===== config.mk =====
export PLATFORM = sky130hd
export DESIGN_NAME = qrs_disc
export DESIGN_NICKNAME = d
export VERILOG_FILES = /design/src/sv/qrs_pkg.sv /design/src/sv/qrs_disc.sv
export SDC_FILE = /design/constraint.sdc
export NUM_CORES = 2
export LEC_CHECK = 0
export BUFFER_PORTS_ARGS = -buffer_cell sky130_fd_sc_hd__buf_4
export CAP_MARGIN = 20
export CORE_MARGIN = 2
export CORE_UTILIZATION = 57
export CTS_CLUSTER_SIZE = 16
export DETAILED_ROUTE_END_ITERATION = 8
export GPL_TIMING_DRIVEN = 0
export PLACE_DENSITY_LB_ADDON = 0.3
export SYNTH_ARGS = -nofsm -noshare
export SYNTH_HDL_FRONTEND = slang
export SYNTH_SLANG_ARGS = --single-unit
export TNS_END_PERCENT = 100

===== constraint.sdc =====
create_clock -name aclk -period 7.52 [get_ports aclk]
set_clock_uncertainty 0.15 [all_clocks]
set_input_delay 1.128 -clock aclk [delete_from_list [all_inputs] [get_ports aclk]]
set_output_delay 1.128 -clock aclk [all_outputs]
set_load 0.02 [all_outputs]

===== src/sv/qrs_pkg.sv =====
package qrs_pkg;

    // default widths
    localparam int COEF_WIDTH = 16;
    localparam int FRAC_BITS  = 16;

    // fixed width of each result value
    localparam int OUT_W = 34;

    // root classification carried in tuser
    typedef enum logic [1:0] {
        KIND_DISTINCT = 2'd0,
        KIND_EQUAL    = 2'd1,
        KIND_COMPLEX  = 2'd2,
        KIND_ZERO     = 2'd3
    } root_kind_t;

endpackage


===== src/sv/qrs_disc.sv =====
module qrs_disc #(
    parameter int CW   = qrs_pkg::COEF_WIDTH,
    parameter int FRAC = qrs_pkg::FRAC_BITS
) (
    input  logic                     aclk,
    input  logic                     aresetn,
    input  logic                     en,
    input  logic                     in_valid,
    input  logic signed [CW-1:0]     in_a,
    input  logic signed [CW-1:0]     in_b,
    input  logic signed [CW-1:0]     in_c,
    output logic                     out_valid,
    output qrs_pkg::root_kind_t      out_kind,
    output logic [2*CW:0]            out_mag,
    output logic signed [CW+FRAC:0]  out_nb,
    output logic signed [CW-1:0]     out_a
);
    localparam int DW  = 2 * CW + 2;
    localparam int MW  = 2 * CW + 1;
    localparam int NBW = CW + FRAC + 1;

    logic                   v1_reg;
    logic signed [2*CW-1:0] bb_reg;
    logic signed [2*CW-1:0] ac_reg;
    logic signed [CW-1:0]   a1_reg;
    logic signed [CW-1:0]   b1_reg;

    // stage one: the two products
    always_ff @(posedge aclk) begin
        if (!aresetn) begin
            v1_reg <= 1'b0;
        end else if (en) begin
            v1_reg <= in_valid;
        end
        if (en) begin
            bb_reg <= in_b * in_b;
            ac_reg <= in_a * in_c;
            a1_reg <= in_a;
            b1_reg <= in_b;
        end
    end

    logic signed [DW-1:0]  disc;
    logic [DW-1:0]         disc_abs;
    logic signed [NBW-1:0] b_ext;
    qrs_pkg::root_kind_t   kind_next;

    // discriminant, its magnitude and the class of the roots
    always_comb begin
        disc     = DW'(bb_reg) - (DW'(ac_reg) <<< 2);
        disc_abs = disc[DW-1] ? DW'(-disc) : DW'(disc);
        b_ext    = NBW'(b1_reg);
        if (a1_reg == '0) begin
            kind_next = qrs_pkg::KIND_ZERO;
        end else if (disc == '0) begin
            kind_next = qrs_pkg::KIND_EQUAL;
        end else if (disc[DW-1]) begin
            kind_next = qrs_pkg::KIND_COMPLEX;
        end else begin
            kind_next = qrs_pkg::KIND_DISTINCT;
        end
    end

    // stage two
    always_ff @(posedge aclk) begin
        if (!aresetn) begin
            out_valid <= 1'b0;
        end else if (en) begin
            out_valid <= v1_reg;
        end
        if (en) begin
            out_kind <= kind_next;
            out_mag  <= disc_abs[MW-1:0];
            out_nb   <= -(b_ext <<< FRAC);
            out_a    <= a1_reg;
        end
    end

endmodule


=== Word-level counts from Yosys, hierarchy flattened ===
Cells that the tools add are included.

* Flip-flop bits (word level): 182
* Input port bits: 52
* Output and inout bits: 85
* Logic and storage cells: 22

* $add $sub $neg: 3
* Multipliers: 2
* Muxes and demuxes: 3
* Reductions and logical operators: 3

{| class="wikitable"
|+ Operators with widths
! kind !! count
|-
| 16-bit by 16-bit multiplier with 32-bit output || 2
|-
| 34-bit logical NOT || 1
|-
| 32-bit by 34-bit subtractor with 34-bit output || 1
|-
| 33-bit two-way mux || 1
|-
| 32-bit negator with 33-bit output || 1
|-
| 33-bit negator || 1
|-
| 16-bit logical NOT || 1
|-
| 2-bit two-way mux || 2
|-
| 2-bit OR reduction || 1
|}

=== Logic depth before layout (Yosys ltp) ===
* Depth in word-level cells: 3
* Depth in mapped cells: 25
* Gate-level depth less buffers: 25

=== Least setup slack after synthesis ===
OpenSTA, ideal clock, no wires.

* Path type: input-to-reg
* From: input port in_b[1]
* To: register bb_reg[28], data pin
* Setup time: 0.195 ns
* Arrival time: 6.875 ns
* Required time: 7.175 ns
* Path slack: 0.300 ns
* Stages: 23
* Buffers on the path: 2
* Cells stage by stage: clkbuf_1 > clkbuf_1 > nand2_1 > fa_1 > fa_1 > fa_1 > inv_1 > fa_1 > fa_1 > inv_1 > fa_1 > inv_1 > ha_1 > a21o_1 > a21oi_1 > o21bai_1 > a21oi_1 > nand2_1 > o2111ai_1 > a21oi_1 > o21ai_0 > or4b_2 > o311ai_0

* Longest elaborated chain between the ends: 1

{| class="wikitable"
|+ Ends and longest elaborated chain
! element !! RTL line !! RTL
|-
| start: declaration || qrs_disc.sv:10 || <nowiki>input logic signed [CW-1:0] in_b,</nowiki>
|-
| 16-bit by 16-bit multiplier with 32-bit output || qrs_disc.sv:36 || <nowiki>bb_reg <= in_b * in_b;</nowiki>
|-
| end signal: assignment || qrs_disc.sv:36 ||
|-
| end: declaration || qrs_disc.sv:23 || <nowiki>logic signed [2*CW-1:0] bb_reg;</nowiki>
|}

No other way between the ends.
A chain may end at the register's enable or synchronous reset.

=== Final worst setup path ===
* From: input port in_b[15]
* To: register bb_reg[31], data pin

Same word-level chain as after synthesis.

==> results.sh <==
export IMPL_syn_area_um2=26700
export IMPL_relSlewSlack=0.390
export IMPL_stdcell_count=3438
export IMPL_largest_reg_flops=33
export IMPL_grt_first_pass_wirelength_mm=102
export IMPL_grt_max_degree=93
export IMPL_top_layer="met4"
export IMPL_areaGrowthSynthToFinish_pct=8.96
export IMPL_rsz0062_at_grt="false"
export IMPL_cts_root_buf="clkbuf_16"
export IMPL_via_count=18500
export IMPL_yosysSeqAreaShare=0.183
export IMPL_post_synth_top_count_cell="inv_1"
export IMPL_core_area_um2=46400
export IMPL_clockBufferDepth=2
export IMPL_whs_path_depth=0
export IMPL_slowest_stage="fa_1"
export IMPL_syn_avg_cell_area_um2=9.96
export IMPL_place_area_um2=28400
export IMPL_cp_end_kind="flip-flop"
export IMPL_wl_met3_mm=4.30
export IMPL_synth_largest_area_cell="fa_1"
export IMPL_synth_edf_count=161
export IMPL_stdcell_area_um2=29100
export IMPL_fp_dieArea_um2=48500
export IMPL_antenna_cells=0
export IMPL_numCtsBuffers=17
export IMPL_routed_wl_mm=61.2
export IMPL_port_buffers=120
export IMPL_async_flop_share=0
export IMPL_reg2reg_depth=15
export IMPL_fin_crit_sh=0.963
export IMPL_h_tree_depth=4
export IMPL_synth_seq_cells=163
export IMPL_critPathTopFamily="adder cells"
export IMPL_fillers=3969
export IMPL_yosys_most_used_dff="edfxtp_1"
export IMPL_synth_top_area_frac=0.372
export IMPL_routabilityCongestion=0.931
export IMPL_ys_top_cells_by_count="inv_1 (659), fa_1 (496), nand2_1 (230)"
export IMPL_final_setup_viol_count=0
export IMPL_crit_path_frequent_cell="fa_1"
export IMPL_num_rows=79
export IMPL_drc=0
export IMPL_grt_pass1_vias=19700
export IMPL_utilization=0.627
export IMPL_track_usage=0.276
export IMPL_hold_viol_final=0
export IMPL_path_depth=19
export IMPL_dr_pass1_iters=5
export IMPL_cp_required_ns=7.59
export IMPL_crit_type="in2reg"
export IMPL_cp_start_kind="input pin"
export IMPL_path_buf_inv=5
export IMPL_fp_dieW_um=220
export IMPL_hold_path_class="reg2reg"
export IMPL_max_stage_delay_ns=0.67
export IMPL_place_hpwl_mm=52.2
export IMPL_io_pin_count=137
export IMPL_die_y_um=220
export IMPL_cts_hold_buf=0
export IMPL_dr_wl_met2_mm=29.9
export IMPL_layout_min_cycle_time_ns=7.24
export IMPL_ys_warn_count=0
export IMPL_max_freq_mhz=138
export IMPL_tightest_slew_ns=0.915
export IMPL_yosysUniqueCellTypes=79
export IMPL_wl_per_cell_um=17.8
export IMPL_clk_pin_slew_ns=0.08
export IMPL_tritoncts="done"
export IMPL_grt_ovfl_total=0
export IMPL_crit_chain="buf_4, clkbuf_1, nand2_1, fa_1, inv_1, fa_1, inv_1, fa_1, fa_1, fa_1, fa_1, inv_1, ha_1, or4_1, o21ai_1, o211ai_1, a21o_1, a21oi_1, xnor2_1"
export IMPL_arrival_ns=7.31
export IMPL_antenna_found_initial=1
export IMPL_postRouteAntennaNets=0
export IMPL_fin_hold_ws_ns=0.303
export IMPL_synthTopCellsByArea="fa_1 (37%), edfxtp_1 (18%), ha_1 (9.6%), inv_1 (9.3%), and2_1 (3.9%)"
export IMPL_vias_per_cell=5.39
export IMPL_dr_first_iter_drc_count=1293
export IMPL_drive_above_1_share=0.0816
export IMPL_cap_violations=0
export IMPL_numClockSinks=163
export IMPL_clkLatencyLatePin_ns=0.49
export IMPL_status="completed"
export IMPL_finalNetCount=3570
export IMPL_synthesis_instances=2677
export IMPL_path_max_fanout=10
export IMPL_slew_violations=0
export IMPL_post_place_cells=3420
export IMPL_initial_core_util=0.575
export IMPL_met1_length_mm=25.8
final timing paths:
kind	from	to	slack [ns]
max	in_b[15]	bb_reg[31]$_DFFE_PP_	0.28
min	a1_reg[10]$_DFFE_PP_	out_a[10]$_DFFE_PP_	0.30
max reg2reg	bb_reg[2]$_DFFE_PP_	out_mag[28]$_DFFE_PP_	3.00
min reg2reg	a1_reg[10]$_DFFE_PP_	out_a[10]$_DFFE_PP_	0.30
repair_timing:
item / in CTS / in global routing
resized for setup: 6 / 58
pin swaps: 0 / 1
setup buffers: 0 / 1
setup endpoints to repair: 7 / 14
per-layer routing:
layer  vias to the layer above  track usage
met2                       541        0.451
met4                         0       0.0756
met3                        82       0.0449
li1                       8485            -
met1                      9424        0.384
met5                         -            0
through the flow:
stage	TNS (ns)	setup WS [ns]
finish	0	0.280
global route	0	0.00105
CTS	0	0.0282
detailed placement	-8.03	-0.803
global placement	-6.72	-0.761
floorplan	0	0.300
final cells by class:
class                           count  area (µm²)  area share
Multi-Input combinational cell   1783       19000       0.654
Sequential cell                   163        4870       0.168
Inverter                          660        2480      0.0854
Timing Repair Buffer              122         940      0.0323
Tap cell                          607         759      0.0261
Clock buffer                       17         425      0.0146
Buffer                             71         399      0.0137
Clock inverter                     15         188     0.00646
kinds of logic (layout without fill, tap and decap cells):
| group | Yosys count | in the layout | share of synthesized area |
|---|---|---|---|
| buffers and inverters | 746 | 885 | 0.109 |
| adders and majority gates | 700 | 700 | 0.468 |
| and+or+nand+nor | 631 | 631 | 0.118 |
| AOI/OAI and AO/OA | 276 | 276 | 0.0697 |
| DFF | 163 | 163 | 0.183 |
| xor gates and xnor gates | 156 | 156 | 0.0518 |
| muxes | 4 | 4 | 0.00150 |
| other | 1 | 16 | 0.000141 |
cells in the final DEF (no fill, tap or decap), drive strengths merged, types with 25 or more instances in the layout:
cell type | Yosys | routed
a21oi | 88 | 88
inv | 659 | 666
a21o | 47 | 47
edfxtp | 161 | 161
fa | 496 | 496
ha | 204 | 204
nor3 | 25 | 25
and2 | 167 | 167
o21ai | 36 | 36
buf | 26 | 150
clkbuf | 60 | 60
xnor2 | 109 | 109
nor2 | 103 | 103
nand2 | 230 | 230
xor2 | 47 | 47
Power is left out: the tool's default activity adds up to more than one toggle a clock period on the data nets, which glitch-free logic cannot reach.
