## config.mk

```make
export PLATFORM = sky130hd
export DESIGN_NAME = qrs_sqrt
export DESIGN_NICKNAME = d
export VERILOG_FILES = /design/src/sv/qrs_pkg.sv /design/src/sv/qrs_sqrt.sv
export SDC_FILE = /design/constraint.sdc
export NUM_CORES = 2
export LEC_CHECK = 0
export BUFFER_PORTS_ARGS = -buffer_cell sky130_fd_sc_hd__buf_2
export CAP_MARGIN = 20
export CELL_PAD_IN_SITES_DETAIL_PLACEMENT = 0
export CELL_PAD_IN_SITES_GLOBAL_PLACEMENT = 1
export CORE_MARGIN = 4
export CORE_UTILIZATION = 45
export CTS_CLUSTER_SIZE = 20
export DETAILED_ROUTE_END_ITERATION = 8
export PLACE_DENSITY_LB_ADDON = 0.1
export SYNTH_ARGS = -nofsm -noshare
export SYNTH_HDL_FRONTEND = slang
export SYNTH_MEMORY_MAX_BITS = 65536
export SYNTH_SLANG_ARGS = --single-unit
```

## constraint.sdc

```tcl
create_clock -name aclk -period 3.81 [get_ports aclk]
set_clock_uncertainty 0.2 [all_clocks]
set_input_delay 0.1905 -clock aclk [delete_from_list [all_inputs] [get_ports aclk]]
set_output_delay 0.1905 -clock aclk [all_outputs]
set_load 0.03 [all_outputs]
```

## src/sv/qrs_pkg.sv

```systemverilog
package qrs_pkg;

    // default widths
    localparam int COEF_WIDTH = 16;
    localparam int FRAC_BITS  = 16;

    // fixed width of each result value
    localparam int OUT_W = 34;

    // root classification carried in tuser
    typedef enum logic [1:0] {
        KIND_DISTINCT = 2'd0,
        KIND_EQUAL    = 2'd1,
        KIND_COMPLEX  = 2'd2,
        KIND_ZERO     = 2'd3
    } root_kind_t;

endpackage

```

## src/sv/qrs_sqrt.sv

```systemverilog
module qrs_sqrt #(
    parameter int CW    = qrs_pkg::COEF_WIDTH,
    parameter int FRAC  = qrs_pkg::FRAC_BITS,
    parameter int TAG_W = 1
) (
    input  logic                 aclk,
    input  logic                 aresetn,
    input  logic                 en,
    input  logic                 in_valid,
    input  logic [2*CW:0]        in_mag,
    input  logic [TAG_W-1:0]     in_tag,
    output logic                 out_valid,
    output logic [CW+FRAC:0]     out_root,
    output logic [TAG_W-1:0]     out_tag
);
    localparam int RW  = CW + FRAC + 1;
    localparam int XW  = 2 * RW;
    localparam int RMW = RW + 3;

    logic             v_reg    [RW];
    logic [RMW-1:0]   rem_reg  [RW];
    logic [RW-1:0]    root_reg [RW];
    logic [XW-1:0]    x_reg    [RW];
    logic [TAG_W-1:0] tag_reg  [RW];

    // one root bit per stage, restoring form
    for (genvar k = 0; k < RW; k++) begin : g_stage
        logic             v_in;
        logic [RMW-1:0]   rem_in;
        logic [RW-1:0]    root_in;
        logic [XW-1:0]    x_in;
        logic [TAG_W-1:0] tag_in;
        logic [RMW-1:0]   cat;
        logic [RMW-1:0]   trial;
        logic             take;

        if (k == 0) begin : g_first
            assign v_in    = in_valid;
            assign rem_in  = '0;
            assign root_in = '0;
            assign x_in    = XW'(in_mag) << (2 * FRAC);
            assign tag_in  = in_tag;
        end else begin : g_next
            assign v_in    = v_reg[k-1];
            assign rem_in  = rem_reg[k-1];
            assign root_in = root_reg[k-1];
            assign x_in    = x_reg[k-1];
            assign tag_in  = tag_reg[k-1];
        end

        // bring down two radicand bits and try the next root bit
        assign cat   = {rem_in[RMW-3:0], x_in[XW-1 -: 2]};
        assign trial = {1'b0, root_in, 2'b01};
        assign take  = (cat >= trial);

        always_ff @(posedge aclk) begin
            if (!aresetn) begin
                v_reg[k] <= 1'b0;
            end else if (en) begin
                v_reg[k] <= v_in;
            end
            if (en) begin
                rem_reg[k]  <= take ? cat - trial : cat;
                root_reg[k] <= {root_in[RW-2:0], take};
                x_reg[k]    <= x_in << 2;
                tag_reg[k]  <= tag_in;
            end
        end
    end

    assign out_valid = v_reg[RW-1];
    assign out_root  = root_reg[RW-1];
    assign out_tag   = tag_reg[RW-1];

endmodule

```

After elaboration in Yosys (flattened, before gate mapping)
Memories as Yosys holds them, arrays and structs flattened. Cells that the tools add are included.

Memories: 5. Bits in registers: 0. Input bits: 38. Memory bits (writable): 4455.

Mux-type cells: 71. Add/subtract/negate cells: 33. Magnitude comparators: 33. Bitwise gates (word level): 33.

Memories: x_reg (depth 33, width 64, rd ports 32, clocked after Yosys merged registers in 0, write ports 33, line qrs_sqrt.sv:23) `logic [XW-1:0] x_reg [RW];`; rem_reg (depth 33, width 36, rd ports 32, clocked after Yosys merged registers in 0, write ports 33, line qrs_sqrt.sv:21) `logic [RMW-1:0] rem_reg [RW];`; root_reg (depth 33, width 33, rd ports 33, clocked after Yosys merged registers in 0, write ports 33, line qrs_sqrt.sv:22) `logic [RW-1:0] root_reg [RW];`; tag_reg (depth 33, width 1, rd ports 33, clocked after Yosys merged registers in 0, write ports 33, line qrs_sqrt.sv:24) `logic [TAG_W-1:0] tag_reg [RW];`; v_reg (depth 33, width 1, rd ports 33, clocked after Yosys merged registers in 0, write ports 33, line qrs_sqrt.sv:20) `logic v_reg [RW];`.

Operators with widths (count): 36-bit 2-to-1 mux (33); 36-bit by 35-bit greater-or-equal comparator with 1-bit output (32); 36-bit by 35-bit subtractor with 36-bit output (32); 1-bit 2-to-1 mux (38); 1-bit bitwise OR (33); 1-bit by 1-bit subtractor with 2-bit output, second input constant (1); 1-bit greater-or-equal comparator, second input constant (1).

Logic depth before layout (Yosys ltp)
Depth after elaboration: 4. Gate-level depth with buffers: 15. Gate-level depth less buffers: 14.

Least setup slack after synthesis
Ideal clock, no wire load.

Kind: reg2reg. Start point: mem rem_reg[0][1044] (netlist bit). End point: mem rem_reg[0][1095] (netlist bit) (data pin). Stages on the path, launching flop included: 13. Required time: 3350 ps. Arrival time: 3580 ps. Slack: -230 ps. Cells stage by stage: edfxtp_1 > ha_1 > fa_1 > a211oi_1 > o211ai_1 > a311o_1 > a221o_1 > a21oi_1 > o21ai_1 > a31o_2 > a21oi_1 > buf_2 > mux2_2.

RTL lines (line): start: declaration (qrs_sqrt.sv:21).

==> flow_metrics.env <==
export IMPL_ys_async_sr_fraction=0
export IMPL_grt_pass1_vias=63100
export IMPL_dieArea_sq_um=227000
export IMPL_dp_slack_ns=-0.285
export IMPL_status="finished, violations left"
export IMPL_cp_required_ns=4.21
export IMPL_finalWeightedCongestion=0.867
export IMPL_place_inst=11500
export IMPL_drv_slew=0
export IMPL_leakage_nw=45.4
export IMPL_failed_checks="negative setup slack"
export IMPL_clockPowerShare=0.311
export IMPL_largest_reg_flops=1017
export IMPL_switchingPower_mw=19.6
export IMPL_cap_violations=0
export IMPL_cts_sinks=1916
export IMPL_start_util=0.453
export IMPL_r2r_slack_ns=-0.03
export IMPL_hold_path_class="in2reg"
export IMPL_n_fill_cell=18900
export IMPL_crit_slowest_cell="edfxtp_1"
export IMPL_grtUsageTotal=0.184
export IMPL_grt_setup_unrepaired="true"
export IMPL_die_w_um=476
export IMPL_avgViaCountPerCell=5.30
export IMPL_ff_latch_area_sq_um=57500
export IMPL_ctsLongestPathBuffers=3
export IMPL_portBuffers=72
export IMPL_remaining_drc_errors=0
export IMPL_drt_iter0_drc=3901
export IMPL_fmax_ghz=0.260
export IMPL_power_density_nw_per_um2=577
export IMPL_drive_gt1_frac=0.124
export IMPL_sw_frac_of_total=0.296
export IMPL_layout_setup_ws_ns=-0.0290
export IMPL_period_share=1.01
export IMPL_area_growth_pct=16.4
export IMPL_synth_avg_cell_area_sq_um=11.8
export IMPL_grt_max_degree=135
export IMPL_relSlewSlack=0.459
export IMPL_antenna_found_initial=3
export IMPL_critPathCapture="rem_reg[0][1095]"
export IMPL_clock_latency_ns=0.82
export IMPL_r2r_end="rem_reg[0][1095]"
export IMPL_hold_viol=0
export IMPL_final_cells=12000
export IMPL_pwr_share_seq=0.443
export IMPL_synth_seq_cells=1916
export IMPL_ff2ff_path_depth=12
export IMPL_timing_final_crit_period_ns=3.84
export IMPL_cts_tree="yes"
export IMPL_crit_start="rem_reg[0][1044]"
export IMPL_ys_warn_count=0
export IMPL_r2r_start="rem_reg[0][1044]"
export IMPL_yosys_cell_types_count=91
export IMPL_max_stage_delay_ns=0.43
export IMPL_yosysSeqAreaShare=0.583
export IMPL_worstMarginPinSlew_ns=0.791
export IMPL_finalSetupViolCount=1
export IMPL_wl_um=214000
export IMPL_dr_total_vias=63900
export IMPL_numCtsBuffers=212
export IMPL_io_pins=73
export IMPL_coreArea_sq_um=218000
export IMPL_cts_max_level=4
export IMPL_vdd_ir_drop_max_v=0.000408
export IMPL_row_count=171
export IMPL_synth_nets=8972
export IMPL_multi_input_area_sq_um=38500
export IMPL_clkTransAtPathRegs_ns=0.06
export IMPL_grt_ovfl_total=0
export IMPL_netlist_area_sq_um=98600
export IMPL_critPathMaxFanout=8
export IMPL_firstDrtPassIters=6
export IMPL_dominantRegCellSynth="edfxtp_1"
export IMPL_grt_pass1_wl_um=342000
export IMPL_syn_inst=8356
export IMPL_clock_root_buffer="clkbuf_16"
export IMPL_p_total_mw=66.3
export IMPL_dpl_hpwl_um=158000
export IMPL_crit_type="reg2reg"
export IMPL_final_nets=9624
export IMPL_arrival_ns=4.24
export IMPL_cp_end_kind="flip-flop"
export IMPL_worstPathCellList="buf_6 > fa_2 > a211oi_2 > o211ai_1 > a311o_1 > a221o_1 > a21oi_2 > o21ai_2 > a31o_4 > a21oi_4 > buf_12 > mux2_4"
export IMPL_antenna_left=0
export IMPL_synth_edf_count=1915
export IMPL_cellInternalPower_mw=46.7
export IMPL_startpoint_type="flip-flop"
export IMPL_chipHeight_um=476
export IMPL_wire_per_inst_um=17.8
export IMPL_power_frac_comb=0.246
## worst min-delay path by stage
| stage | start | end | slack [ns] | cells past startpoint |
|---|---|---|---|---|
| after detailed placement | in_mag[8] | x_reg[0][40] | 0.17 | 1 |
| after global routing | aresetn | v_reg[32] | 0.19 | 3 |
| after CTS | aresetn | v_reg[32] | 0.10 | 3 |
| after floorplan | in_mag[32] | root_reg[0][0] | 0.09 | 0 |
| after global placement | in_mag[10] | x_reg[0][42] | 0.17 | 1 |
| final | aresetn | v_reg[32] | 0.19 | 3 |
## cells in the mapped netlist (14+ instances only)
cell          n  area share
mux2_2       84      0.0096
a21oi_1     533       0.027
a211oi_1     46      0.0035
nand2_1     630       0.024
xor2_1      402       0.036
nor4_1      101      0.0064
a211o_1      17      0.0015
a31oi_1      42      0.0027
a31o_2       17      0.0015
o41ai_1      17      0.0015
nor3b_1      15      0.0011
inv_1       740       0.028
and3_1       86      0.0055
fa_1         15      0.0030
o21a_1       82      0.0062
nand4_1      67      0.0042
nor2_1      525       0.020
nor3_1      228       0.012
a21o_1      224       0.017
nand2b_1    119      0.0075
and2_1       25      0.0016
nand3b_1     27      0.0021
o21bai_1     57      0.0043
or4_1        48      0.0037
clkbuf_1    139      0.0053
or3_1        93      0.0059
o21ai_0     491       0.025
edfxtp_1   1915        0.58
nand3_1     135      0.0068
nor4b_1      14      0.0012
o31ai_1      50      0.0038
xnor2_1     415       0.037
a21boi_0     21      0.0016
and4_1       15      0.0013
ha_1        563       0.071
nor2b_1      64      0.0041
a2111oi_0    16      0.0014
or2_2        34      0.0022
o211ai_1     34      0.0026
## critical path, delay by kind of cell (launching register included)
kind / cells / cell delay [ns]
DFF: 1 / 0.43
muxes: 1 / 0.30
adders and majority gates: 1 / 0.41
AOI/OAI and AO/OA: 8 / 1.91
buffers and inverters: 2 / 0.33
## layout make-up
class,instances,area share
Antenna cell,1,0.0000218
Clock buffer,250,0.0478
Clock inverter,142,0.0140
Inverter,744,0.0244
Multi-Input combinational cell,5532,0.336
Sequential cell,1916,0.501
Tap cell,2854,0.0311
Timing Repair Buffer,602,0.0457
## logic make-up after synthesis
kind of cell / synth area share
AND/OR/NAND/NOR: 0.114
flip-flops: 0.583
AO/OA/AOI/OAI: 0.111
buffers and inverters: 0.0348
XOR/XNOR: 0.0725
adder cells (fa/ha/maj): 0.0745
multiplexers: 0.0101
other: 0.0000380
## cell usage in the layout, fill, tap and decap left out, types with 82 or more instances in the layout
| master | n |
|---|---|
| edfxtp_1 | 1915 |
| inv_1 | 738 |
| nand2_1 | 627 |
| ha_1 | 557 |
| nor2_1 | 521 |
| a21oi_1 | 514 |
| o21ai_0 | 447 |
| xnor2_1 | 415 |
| xor2_1 | 401 |
| buf_4 | 395 |
| nor3_1 | 224 |
| a21o_1 | 223 |
| clkbuf_16 | 216 |
| nand3_1 | 135 |
| nand2b_1 | 119 |
| nor4_1 | 94 |
| or3_1 | 93 |
| and3_1 | 86 |
| mux2_2 | 83 |
| o21a_1 | 82 |
## power by group through the flow
stage                     Combinational, mW  Sequential (mW)  Clock (mW)
after CTS                              16.0             29.4        21.3
after floorplan                        11.3             28.9           0
final                                  16.3             29.3        20.6
after detailed placement               15.6             29.8           0
after global routing                   18.3             29.7        22.2
after global placement                 15.4             29.9           0
## through the flow
stage / area (sq um) / hold WS (ns) / TNS (ns) / util
6_report: 115000 / 0.186 / -0.0290 / 0.527
2_1_floorplan: 98700 / 0.0894 / -0.0427 / -
4_1_cts: 114000 / 0.103 / -1.68 / 0.524
3_3_place_gp: 106000 / 0.167 / -10.18 / 0.486
3_5_place_dp: 106000 / 0.169 / -12.44 / 0.486
5_1_grt: 115000 / 0.192 / -2.19 / 0.527
## metal layers
layer  up-vias  GRT usage  share of wire
met4         0     0.0448          0.021
met5         -          0              0
met1     30700      0.253           0.47
met2       955      0.309           0.48
li1      31900          -              -
met3       303     0.0257          0.036
## timing repair
action	in CTS	in global routing
resized for setup	86	144
hold endpoints to repair	588	0
hold buffers	73	0
endpoints found under the setup margin	176	409
buffers inserted	13	27
pin swaps	28	66
gates cloned	5	4
No activity file was read; power rests on OpenSTA's default activity.
